`src/rtl/core/mfpd_pkg.sv`:
```
// mfpd_pkg: shared constants and types for the marker framed page deframer
// no dependencies; imported by marker_framed_page_deframer_top
package mfpd_pkg;

  // page geometry
  localparam int unsigned PAGE_BYTES = 32;
  localparam int unsigned OFS_W      = $clog2(PAGE_BYTES);
  localparam int unsigned WPOS_W     = OFS_W + 1;

  // field widths
  localparam int unsigned BYTE_W  = 8;
  localparam int unsigned LEN_W   = 12;
  localparam int unsigned CODE_W  = 2;
  localparam int unsigned CIDX_W  = 3;

  // header length nibble mask
  localparam logic [BYTE_W-1:0] LEN_HI_MASK = 8'h0F;

  // configuration register indexes
  localparam logic [CIDX_W-1:0] CFG_START_FIRST    = 3'd0;
  localparam logic [CIDX_W-1:0] CFG_START_SECOND   = 3'd1;
  localparam logic [CIDX_W-1:0] CFG_START_EITHER   = 3'd2;
  localparam logic [CIDX_W-1:0] CFG_PATTERN_FIRST  = 3'd3;
  localparam logic [CIDX_W-1:0] CFG_PATTERN_SECOND = 3'd4;
  localparam logic [CIDX_W-1:0] CFG_PATTERN_EITHER = 3'd5;
  localparam logic [CIDX_W-1:0] CFG_END_MARKER     = 3'd6;

  // register reset values
  localparam logic [BYTE_W-1:0] RST_START_FIRST    = 8'hA5;
  localparam logic [BYTE_W-1:0] RST_START_SECOND   = 8'h5A;
  localparam logic [BYTE_W-1:0] RST_START_EITHER   = 8'h99;
  localparam logic [BYTE_W-1:0] RST_PATTERN_FIRST  = 8'h0F;
  localparam logic [BYTE_W-1:0] RST_PATTERN_SECOND = 8'hF0;
  localparam logic [BYTE_W-1:0] RST_PATTERN_EITHER = 8'hA9;
  localparam logic [BYTE_W-1:0] RST_END_MARKER     = 8'hFF;

  // page write codes
  localparam logic [CODE_W-1:0] PW_NONE   = 2'd0;
  localparam logic [CODE_W-1:0] PW_FIRST  = 2'd1;
  localparam logic [CODE_W-1:0] PW_APPEND = 2'd2;

  // frame event codes
  localparam logic [CODE_W-1:0] FE_NONE     = 2'd0;
  localparam logic [CODE_W-1:0] FE_STARTED  = 2'd1;
  localparam logic [CODE_W-1:0] FE_COMPLETE = 2'd2;
  localparam logic [CODE_W-1:0] FE_DISCARD  = 2'd3;

  // one result item
  typedef struct packed {
    logic              store_valid;
    logic [OFS_W-1:0]  store_offset;
    logic [BYTE_W-1:0] store_data;
    logic [CODE_W-1:0] page_write;
    logic [CODE_W-1:0] frame_event;
    logic              lost_sync;
    logic [LEN_W-1:0]  payload_length;
  } result_t;

endpackage

```
`src/rtl/core/marker_framed_page_deframer_top.sv`:
```
// marker_framed_page_deframer_top: byte deframer fsm with a registered result stage
// depends on mfpd_pkg for widths, register indexes and result codes
//
// usage
// - input channel (in_valid / in_stall / in_rx_byte) takes one decoded modem byte per item
// - result channel (out_valid / out_stall / out_*) gives exactly one result item per byte:
//   store write with page offset, page write flag, frame event, lost sync and the
//   latest header length
// - config channel (cfg_valid / cfg_ready / cfg_index / cfg_data) writes the marker
//   bytes; cfg_ready is always high, indexes beyond the end marker are ignored
// - each result is registered and leaves the cycle after its byte is taken; one item
//   per cycle while out_stall is low, set by the single fsm step before the result register
// - in_stall is raised only while a result waits in the result register and the
//   receiver stalls; the block holds its state and result until out_stall drops
// - reset (rst_n low, synchronous) restores the marker defaults, empties the result
//   register and puts the fsm back to hunting the first start byte
// - configuration is expected only while the block is idle
module marker_framed_page_deframer_top (
  input  logic                         clk,
  input  logic                         rst_n,
  // input channel
  input  logic                         in_valid,
  output logic                         in_stall,
  input  logic [mfpd_pkg::BYTE_W-1:0]  in_rx_byte,
  // result channel
  output logic                         out_valid,
  input  logic                         out_stall,
  output logic                         out_store_valid,
  output logic [mfpd_pkg::OFS_W-1:0]   out_store_offset,
  output logic [mfpd_pkg::BYTE_W-1:0]  out_store_data,
  output logic [mfpd_pkg::CODE_W-1:0]  out_page_write,
  output logic [mfpd_pkg::CODE_W-1:0]  out_frame_event,
  output logic                         out_lost_sync,
  output logic [mfpd_pkg::LEN_W-1:0]   out_payload_length,
  // configuration channel
  input  logic                         cfg_valid,
  output logic                         cfg_ready,
  input  logic [mfpd_pkg::CIDX_W-1:0]  cfg_index,
  input  logic [mfpd_pkg::BYTE_W-1:0]  cfg_data
);
  import mfpd_pkg::*;

  // fsm phase codes
  localparam int unsigned PH_W = 4;
  localparam logic [PH_W-1:0] PH_START1 = 4'd0;
  localparam logic [PH_W-1:0] PH_START2 = 4'd1;
  localparam logic [PH_W-1:0] PH_NEXT   = 4'd2;
  localparam logic [PH_W-1:0] PH_PAT2   = 4'd3;
  localparam logic [PH_W-1:0] PH_HDR1   = 4'd4;
  localparam logic [PH_W-1:0] PH_HDR2   = 4'd5;
  localparam logic [PH_W-1:0] PH_META1  = 4'd6;
  localparam logic [PH_W-1:0] PH_META2  = 4'd7;
  localparam logic [PH_W-1:0] PH_FIRST  = 4'd8;
  localparam logic [PH_W-1:0] PH_DATA   = 4'd9;

  localparam logic [WPOS_W-1:0] PAGE_END = WPOS_W'(PAGE_BYTES);

  // marker registers
  logic [BYTE_W-1:0] start_first_r, start_second_r, start_either_r;
  logic [BYTE_W-1:0] pattern_first_r, pattern_second_r, pattern_either_r;
  logic [BYTE_W-1:0] end_marker_r;

  // fsm state
  logic [PH_W-1:0]   phase_r, phase_nxt;
  logic [WPOS_W-1:0] wpos_r, wpos_nxt, wpos_inc;
  logic [LEN_W-1:0]  remain_r, remain_nxt, remain_dec;
  logic              block_done_r, block_done_nxt;
  logic [LEN_W-1:0]  last_len_r, last_len_nxt;

  // result register
  logic              out_valid_r;
  result_t           res_r, res_nxt;

  logic              in_take;
  logic              is_store;
  logic [BYTE_W-1:0] b;
  logic [CODE_W-1:0] pw_code;

  assign cfg_ready = 1'b1;
  assign in_stall  = out_valid_r & out_stall;
  assign in_take   = in_valid & ~in_stall;
  assign b         = in_rx_byte;

  // configuration writes
  always_ff @(posedge clk) begin
    if (!rst_n) begin
      start_first_r    <= RST_START_FIRST;
      start_second_r   <= RST_START_SECOND;
      start_either_r   <= RST_START_EITHER;
      pattern_first_r  <= RST_PATTERN_FIRST;
      pattern_second_r <= RST_PATTERN_SECOND;
      pattern_either_r <= RST_PATTERN_EITHER;
      end_marker_r     <= RST_END_MARKER;
    end else if (cfg_valid && cfg_ready) begin
      unique case (cfg_index)
        CFG_START_FIRST:    start_first_r    <= cfg_data;
        CFG_START_SECOND:   start_second_r   <= cfg_data;
        CFG_START_EITHER:   start_either_r   <= cfg_data;
        CFG_PATTERN_FIRST:  pattern_first_r  <= cfg_data;
        CFG_PATTERN_SECOND: pattern_second_r <= cfg_data;
        CFG_PATTERN_EITHER: pattern_either_r <= cfg_data;
        CFG_END_MARKER:     end_marker_r     <= cfg_data;
        default: ;
      endcase
    end
  end

  // store write for header and payload phases
  assign is_store   = (phase_r >= PH_HDR1) && (phase_r <= PH_DATA);
  assign wpos_inc   = wpos_r + WPOS_W'(1);
  assign remain_dec = (remain_r != '0) ? remain_r - LEN_W'(1) : remain_r;
  assign pw_code    = (phase_r == PH_FIRST) ? PW_FIRST : PW_APPEND;

  // one fsm step per byte
  always_comb begin
    phase_nxt      = phase_r;
    wpos_nxt       = is_store ? wpos_inc : wpos_r;
    remain_nxt     = (is_store && phase_r >= PH_FIRST) ? remain_dec : remain_r;
    block_done_nxt = block_done_r;
    last_len_nxt   = last_len_r;

    res_nxt                = '0;
    res_nxt.store_valid    = is_store;
    res_nxt.store_offset   = is_store ? wpos_r[OFS_W-1:0] : '0;
    res_nxt.store_data     = is_store ? b : '0;
    res_nxt.page_write     = PW_NONE;
    res_nxt.frame_event    = FE_NONE;

    unique case (phase_r)
      PH_START1: begin
        if (b == start_first_r || b == start_either_r) phase_nxt = PH_START2;
      end
      PH_START2: begin
        if (b == start_second_r || b == start_either_r) begin
          phase_nxt           = PH_NEXT;
          block_done_nxt      = 1'b0;
          res_nxt.frame_event = FE_STARTED;
        end else begin
          phase_nxt = (b == start_first_r) ? PH_START2 : PH_START1;
        end
      end
      PH_NEXT: begin
        // pattern marker wins over an equal end marker
        if (b == pattern_first_r || b == pattern_either_r) begin
          phase_nxt = PH_PAT2;
        end else if (b == end_marker_r) begin
          phase_nxt = PH_START1;
          if (!block_done_r) begin
            wpos_nxt            = '0;
            remain_nxt          = '0;
            res_nxt.frame_event = FE_DISCARD;
          end else begin
            block_done_nxt      = 1'b0;
            res_nxt.frame_event = FE_COMPLETE;
          end
        end else begin
          phase_nxt         = PH_START1;
          res_nxt.lost_sync = 1'b1;
        end
      end
      PH_PAT2: begin
        if (b == pattern_second_r || b == pattern_either_r) begin
          phase_nxt = PH_HDR1;
          wpos_nxt  = '0;
        end else begin
          phase_nxt         = PH_START1;
          res_nxt.lost_sync = 1'b1;
        end
      end
      PH_HDR1: begin
        phase_nxt  = PH_HDR2;
        remain_nxt = {b[3:0] & LEN_HI_MASK[3:0], 8'h00};
      end
      PH_HDR2: begin
        phase_nxt    = PH_META1;
        remain_nxt   = remain_r + LEN_W'(b);
        last_len_nxt = remain_r + LEN_W'(b);
      end
      PH_META1: begin
        phase_nxt = PH_META2;
      end
      PH_META2: begin
        phase_nxt = (remain_r == '0) ? PH_NEXT : PH_FIRST;
      end
      PH_FIRST, PH_DATA: begin
        if (remain_dec == '0) begin
          res_nxt.page_write = pw_code;
          phase_nxt          = PH_NEXT;
          block_done_nxt     = 1'b1;
        end else if (wpos_inc >= PAGE_END) begin
          res_nxt.page_write = pw_code;
          phase_nxt          = PH_DATA;
          wpos_nxt           = '0;
        end
      end
      default: begin
        phase_nxt = PH_START1;
      end
    endcase

    res_nxt.payload_length = last_len_nxt;
  end

  // state and result registers
  always_ff @(posedge clk) begin
    if (!rst_n) begin
      phase_r      <= PH_START1;
      wpos_r       <= '0;
      remain_r     <= '0;
      block_done_r <= 1'b0;
      last_len_r   <= '0;
      out_valid_r  <= 1'b0;
    end else begin
      if (in_take) begin
        phase_r      <= phase_nxt;
        wpos_r       <= wpos_nxt;
        remain_r     <= remain_nxt;
        block_done_r <= block_done_nxt;
        last_len_r   <= last_len_nxt;
        out_valid_r  <= 1'b1;
      end else if (!out_stall) begin
        out_valid_r  <= 1'b0;
      end
    end
  end

  always_ff @(posedge clk) begin
    if (in_take) begin
      res_r <= res_nxt;
    end
  end

  // result ports
  assign out_valid          = out_valid_r;
  assign out_store_valid    = res_r.store_valid;
  assign out_store_offset   = res_r.store_offset;
  assign out_store_data     = res_r.store_data;
  assign out_page_write     = res_r.page_write;
  assign out_frame_event    = res_r.frame_event;
  assign out_lost_sync      = res_r.lost_sync;
  assign out_payload_length = res_r.payload_length;

  // checks
  a_page_write_stores: assert property (@(posedge clk) disable iff (!rst_n)
    (out_valid_r && res_r.page_write != PW_NONE) |-> res_r.store_valid)
    else $error("page write flagged without a store");

  a_event_no_store: assert property (@(posedge clk) disable iff (!rst_n)
    (out_valid_r && (res_r.frame_event != FE_NONE || res_r.lost_sync))
      |-> !res_r.store_valid)
    else $error("frame event or lost sync together with a store");

  a_sync_no_event: assert property (@(posedge clk) disable iff (!rst_n)
    (out_valid_r && res_r.lost_sync) |-> (res_r.frame_event == FE_NONE))
    else $error("lost sync together with a frame event");

  a_wpos_bound: assert property (@(posedge clk) disable iff (!rst_n)
    wpos_r <= PAGE_END)
    else $error("write position beyond page end");

  a_take_gives_result: assert property (@(posedge clk) disable iff (!rst_n)
    in_take |=> out_valid_r)
    else $error("accepted item gave no result");

endmodule

```
`config.mk`:
```
export PLATFORM = sky130hd
export DESIGN_NAME = marker_framed_page_deframer_top
export DESIGN_NICKNAME = d
export VERILOG_FILES = /design/src/rtl/core/mfpd_pkg.sv /design/src/rtl/core/marker_framed_page_deframer_top.sv
export SDC_FILE = /design/constraint.sdc
export NUM_CORES = 1
export LEC_CHECK = 0
export BUFFER_PORTS_ARGS = -buffer_cell sky130_fd_sc_hd__buf_2
export CORE_MARGIN = 2
export CORE_UTILIZATION = 45
export CTS_BUF_LIST = sky130_fd_sc_hd__clkbuf_16
export DETAILED_ROUTE_END_ITERATION = 16
export GPL_TIMING_DRIVEN = 0
export HOLD_SLACK_MARGIN = 0.03
export PLACE_DENSITY = 0.64
export SETUP_SLACK_MARGIN = 0.4
export SYNTH_ARGS = -nofsm -noshare
export SYNTH_HDL_FRONTEND = slang
export SYNTH_SLANG_ARGS = --single-unit
export TNS_END_PERCENT = 5
```
`constraint.sdc`:
```
create_clock -name clk -period 5.69 [get_ports clk]
set_clock_uncertainty 0.05 [all_clocks]
set_input_delay 0.2845 -clock clk [delete_from_list [all_inputs] [get_ports clk]]
set_output_delay 0.2845 -clock clk [all_outputs]
set_load 0.02 [all_outputs]
```
## After elaboration in Yosys (flattened, before gate mapping)

Cells that the tools add are included.

| cells by class | value |
|---|---|
| equality and inequality tests | 29 |
| mux-type cells | 42 |
| add/sub/neg operators | 3 |
| $lt $le $gt $ge | 4 |
| reduce and logical (&&, ||, !) cells | 22 |
| bitwise operators | 3 |

Operators by type and width:

| kind | count |
|---|---|
| $mux 12 | 6 |
| $eq 8x8->1 | 7 |
| $mux 6 | 7 |
| $pmux 12 s3 | 1 |
| $pmux 4 s9 | 1 |
| $logic_not 12->1 | 2 |
| $pmux 6 s3 | 1 |
| $eq 4x3->1 const B | 4 |
| $mux 4 | 4 |
| $reduce_and 2->1 | 7 |
| $add 12x8->12 | 1 |
| $mux 2 | 6 |
| $reduce_bool 12->1 | 1 |
| $sub 12x1->12 const B | 1 |
| $mux 1 | 11 |
| $ne 2x2->1 const B | 5 |
| $eq 3x3->1 const B | 3 |
| $eq 4x2->1 const B | 2 |
| $eq 4x4->1 const B | 2 |
| $add 6x1->6 const B | 1 |
| $eq 3x2->1 const B | 2 |
| $ge 6x6->1 const B | 1 |
| $mux 3 | 2 |
| $reduce_and 6->1 | 1 |
| 19 further kinds | 24 |

| word-level totals | value |
|---|---|
| input port bits | 24 |
| logic and storage cells | 123 |
| bits in registers | 123 |

## Logic depth before layout (Yosys ltp)

| depth | value |
|---|---|
| depth in word-level cells | 8 |
| mapped depth | 10 |

## Least setup slack after synthesis

No wires, ideal clock.

| timing | value |
|---|---|
| path kind | register to register |
| from | register out_valid_r, in the netlist out_valid |
| to | register remain_r[3] |
| data arrival time | 1.990 ns |
| setup slack | 3.445 ns |
| buffers on the path | 1 |
| data required time | 5.434 ns |
| cell stages (with the launch flop) | 6 |
| cells stage by stage | dfxtp_1 -> nand2_1 -> nand2_1 -> inv_1 -> clkbuf_1 -> a41oi_1 |

| on the way | value |
|---|---|
| cells in the longest elaborated chain, start to end | 3 |

Ends and longest elaborated chain:

| item | RTL line | text |
|---|---|---|
| start: declaration | marker_framed_page_deframer_top.sv:71 | `logic out_valid_r;` |
| start signal: assignment | marker_framed_page_deframer_top.sv:212 | `out_valid_r <= 1'b0;` |
| start signal: assignment | marker_framed_page_deframer_top.sv:220 | `out_valid_r <= 1'b1;` |
| start signal: assignment | marker_framed_page_deframer_top.sv:222 | `out_valid_r <= 1'b0;` |
| $and 1x1->1 | marker_framed_page_deframer_top.sv:80 | `assign in_stall = out_valid_r & out_stall;` |
| $not 1->1 | marker_framed_page_deframer_top.sv:81 | `assign in_take = in_valid & ~in_stall;` |
| $and 1x1->1 | marker_framed_page_deframer_top.sv:81 |  |
| net in_take | marker_framed_page_deframer_top.sv:74 | `logic in_take;` |
| end signal: assignment | marker_framed_page_deframer_top.sv:217 | `remain_r <= remain_nxt;` |
| end: declaration | marker_framed_page_deframer_top.sv:66 | `logic [LEN_W-1:0] remain_r, remain_nxt, remain_dec;` |

The timed path passes the listed nets, and every way through them passes these cells.
A chain may end at the register's enable or synchronous reset.

## Final worst setup path

| timing | value |
|---|---|
| from | register remain_r[1] |
| to | register block_done_r |

| on the way | value |
|---|---|
| cells in the longest elaborated chain, start to end | 5 |
| elaborated cells on any way between the ends | 6 |

Ends and longest elaborated chain:

| item | RTL line | text |
|---|---|---|
| $sub 12x1->12 / $reduce_bool 12->1 (equally long branches) | marker_framed_page_deframer_top.sv:111 | `assign remain_dec = (remain_r != '0) ? remain_r - LEN_W'(1) : remain_r;` |
| $mux 12 (*) | marker_framed_page_deframer_top.sv:111 |  |
| $logic_not 12->1 (*) | marker_framed_page_deframer_top.sv:186 | `if (remain_dec == '0) begin` |
| $ne 2x2->1 (no line) (*) | -- |  |
| $reduce_and 6->1 (no line) (*) | -- |  |
| end signal: assignment | marker_framed_page_deframer_top.sv:218 | `block_done_r <= block_done_nxt;` |
| end: declaration | marker_framed_page_deframer_top.sv:67 | `logic block_done_r, block_done_nxt;` |

Every way passes the cells marked *; elsewhere a longest branch is shown, timed or not.

==> metrics.cfg <==
[pwr]
p_switching_uw=553.9
peakVddDrop_mv=0.1966
power.density_nw_per_um2=287.8
leakage_uw=0.003041
clkPwrFrac_pct=45.1
p_seq_share_pct=43.8
combPwrFrac_pct=11.2
power_report.internal_total_uw=1603
switching_share_pct=25.68

[clock_tree]
cts_resized=0
root_buffer=clkbuf_16
cts.hold.buffers_added=0
worstSkewPairLatency_ns=0.42
h-tree-depth=4
cts_tree=built
clk_pin_slew_ns=0.06
cts_buffers=17
cts_sinks=123
cts.path.max_buffers=2
cts_post_setup_buffers_inserted=0

[synth]
postSynthCellCount=761
yosys_warnings=0
synth_ff_type=dfxtp_1
synth-edff-count=31
yosysSeqAreaShare_pct=43.10
synthDistinctLibCells=73
synth_top_area_share_pct=28.63
synth_area_leaders=dfxtp_1 (29%), edfxtp_1 (14%), nand2_1 (9.7%)
synth_area_um2=6434
ys_ff_latch=123
syn_area_per_cell_um2=8.454
synth_area_leader_cell=dfxtp_1
async_flop_share_pct=0
synth_fp_nets=797

[die]
die_w_um=123.6
start_util_pct=46.17
dieHeight_um=123.6
die_area_um2=15270
ioPinCount=58
rows=43
core_um2=13930

[setup_path]
critical_path.endpoint_type=register
crit_required_ns=5.96
worstPathArrival_ns=2.91
path_max_fanout=6
crit_path_cell_trace=inv_1 -> ha_1 -> nor4b_4 -> nand4b_4 -> a221oi_4 -> nand4_2 -> nand2b_1 -> a221oi_2
crit_type=reg -> reg
critPathMaxStageDelay_ns=0.41
cp-start-kind=register
slowest_stage=a221oi_4

[sta]
worst_pin_slew_ns=0.8617
slew_headroom_pct=42.11
fmax_ghz=0.3787
setup_tns_ns=0
period_share_pct=46.41
report.final.setup_viol=0
fin_crit_ns=2.641
slew_violations=0
hold_viol=0
rsz0062_at_grt=no
fin_ws_ns=3.049

[place]
port_buffers=56
place_congestion=0.9368
dpl.hpwl_mm=13.39
dp_slack_ns=2.876
dpl_cell_area_um2=6960
place_inst=998

[min_path]
hold_class=in -> reg

[global_routing]
grt_pass1_vias=5557
grt_usage_pct=26.01
grt_pass1_wl_mm=29.55
antenna_found_initial=0
busiest_layer=met2
grtUsageMet3_pct=5.998
grt_max_degree=35
grt-ovfl-total=0
grtUsageMet1_pct=32.31
use_met2_pct=43.41

[layout]
diodes=0
drive_gt1_share_pct=12.96
nets=873
design_area_um2=7493
finish.utilization_pct=53.78
final_cell_count_no_fill=1029
syn_to_final_growth_pct=16.47

[detailed_routing]
initialDrtViolationCount=473
vias_per_cell=5.652
wl_per_cell_um=18.43
drcViolationCount=0
num_vias=5816
wl_mm=18.97
postRouteAntennaNets=0
first_pass_iters=5

[job]
cap_violations=0

[status]
status=finished clean

-- worst max-delay path, delay by kind of cell, from the launching register on --
family                     cells  cell delay (ns)
AOI/OAI and AO/OA              2             0.66
adders and majority gates      1             0.25
buffers and inverters          1             0.18
DFF                            1             0.34
and+or+nand+nor                4             1.07
-- routing by layer --
layer / routed length (um) / vias up
li1: - / 2827
met1: 8165 / 2766
met2: 9124 / 180
met3: 1057 / 43
met4: 620 / 0
met5: 0 / -
-- cells in the final DEF, fill, tap and decap left out, drive strengths merged, types with 3 or more instances in the layout --
| master | instances |
|---|---|
| a211oi | 4 |
| a21oi | 43 |
| a221oi | 6 |
| a31oi | 6 |
| and2 | 17 |
| and3 | 11 |
| buf | 71 |
| clkbuf | 43 |
| clkinv | 7 |
| dfxtp | 92 |
| edfxtp | 31 |
| ha | 11 |
| inv | 18 |
| nand2 | 167 |
| nand2b | 7 |
| nand3 | 48 |
| nand4 | 19 |
| nor2 | 48 |
| nor2b | 5 |
| nor3 | 26 |
| nor4 | 6 |
| o2111ai | 3 |
| o211a | 3 |
| o21ai | 30 |
| o22ai | 4 |
| o31a | 3 |
| o32ai | 3 |
| or2 | 3 |
| or3 | 3 |
| xnor2 | 48 |
| xor2 | 21 |
-- per-stage QoR --
step                hold slack [ns]  total power (uW)
floorplan                    0.3585              1118
global placement             0.3930              1195
detailed placement           0.4086              1201
CTS                         0.03105              2167
global route                0.03366              2234
finish                      0.04258              2157
-- cells in the mapped netlist (18+ instances only) --
cell type / count
nand2_1: 167
xnor2_1: 48
nor2_1: 48
edfxtp_1: 31
a21oi_1: 43
nor3_1: 24
clkbuf_1: 24
xor2_1: 21
o21ai_0: 20
dfxtp_1: 92
nand3_1: 48
nand4_1: 18
-- worst paths after layout --
kind	from	to	slack, ns	depth (start not counted)
max reg2reg	remain_r[1]$_SDFFE_PN0P_	block_done_r$_SDFFE_PN0P_	3.05	8
min reg2reg	start_either_r[5]$_SDFFE_PN0P_	start_either_r[5]$_SDFFE_PN0P_	0.41	2
min	in_valid	out_valid$_SDFFE_PN0P_	0.04	2
max	remain_r[1]$_SDFFE_PN0P_	block_done_r$_SDFFE_PN0P_	3.05	8
-- power by group through the flow --
stage                     clock, uW  sequential (uW)  combinational, uW
after global routing           1020              947                263
after global placement            0              961                234
after floorplan                   0              975                143
after CTS                       983              944                240
after detailed placement          0              962                239
final                           972              944                241
-- cell type report --
cell class / instances / area (um2)
buffer: 38 / 170.2
clock buffer: 19 / 475.5
clock inverter: 12 / 57.56
fill: 1345 / 6441
inverter: 13 / 48.80
multi-input combinational: 587 / 3443
sequential: 123 / 2773
tap: 180 / 225.2
timing repair buffer: 57 / 300.3
-- flip-flops by register name (all words and copies together), names as in the netlist --
register / count
last_len_r: 12
out_payload_length: 12
remain_r: 12
end_marker_r: 8
out_store_data: 8
pattern_either_r: 8
pattern_first_r: 8
pattern_second_r: 8
start_either_r: 8
start_first_r: 8
start_second_r: 8
wpos_r: 6
out_store_offset: 5
phase_r: 4
out_frame_event: 2
out_page_write: 2
block_done_r: 1
out_lost_sync: 1
out_store_valid: 1
out_valid: 1
-- cells by family after synthesis --
group	Yosys count	synth area share, %
fa+ha+maj	12	2.450
simple gates	370	27.32
mux	2	0.3306
other cells	1	0.05829
flops	123	43.10
xor+xnor	69	9.393
compound gates	133	13.96
buf+inv	51	3.384
Power figures use the tool's default switching activity.
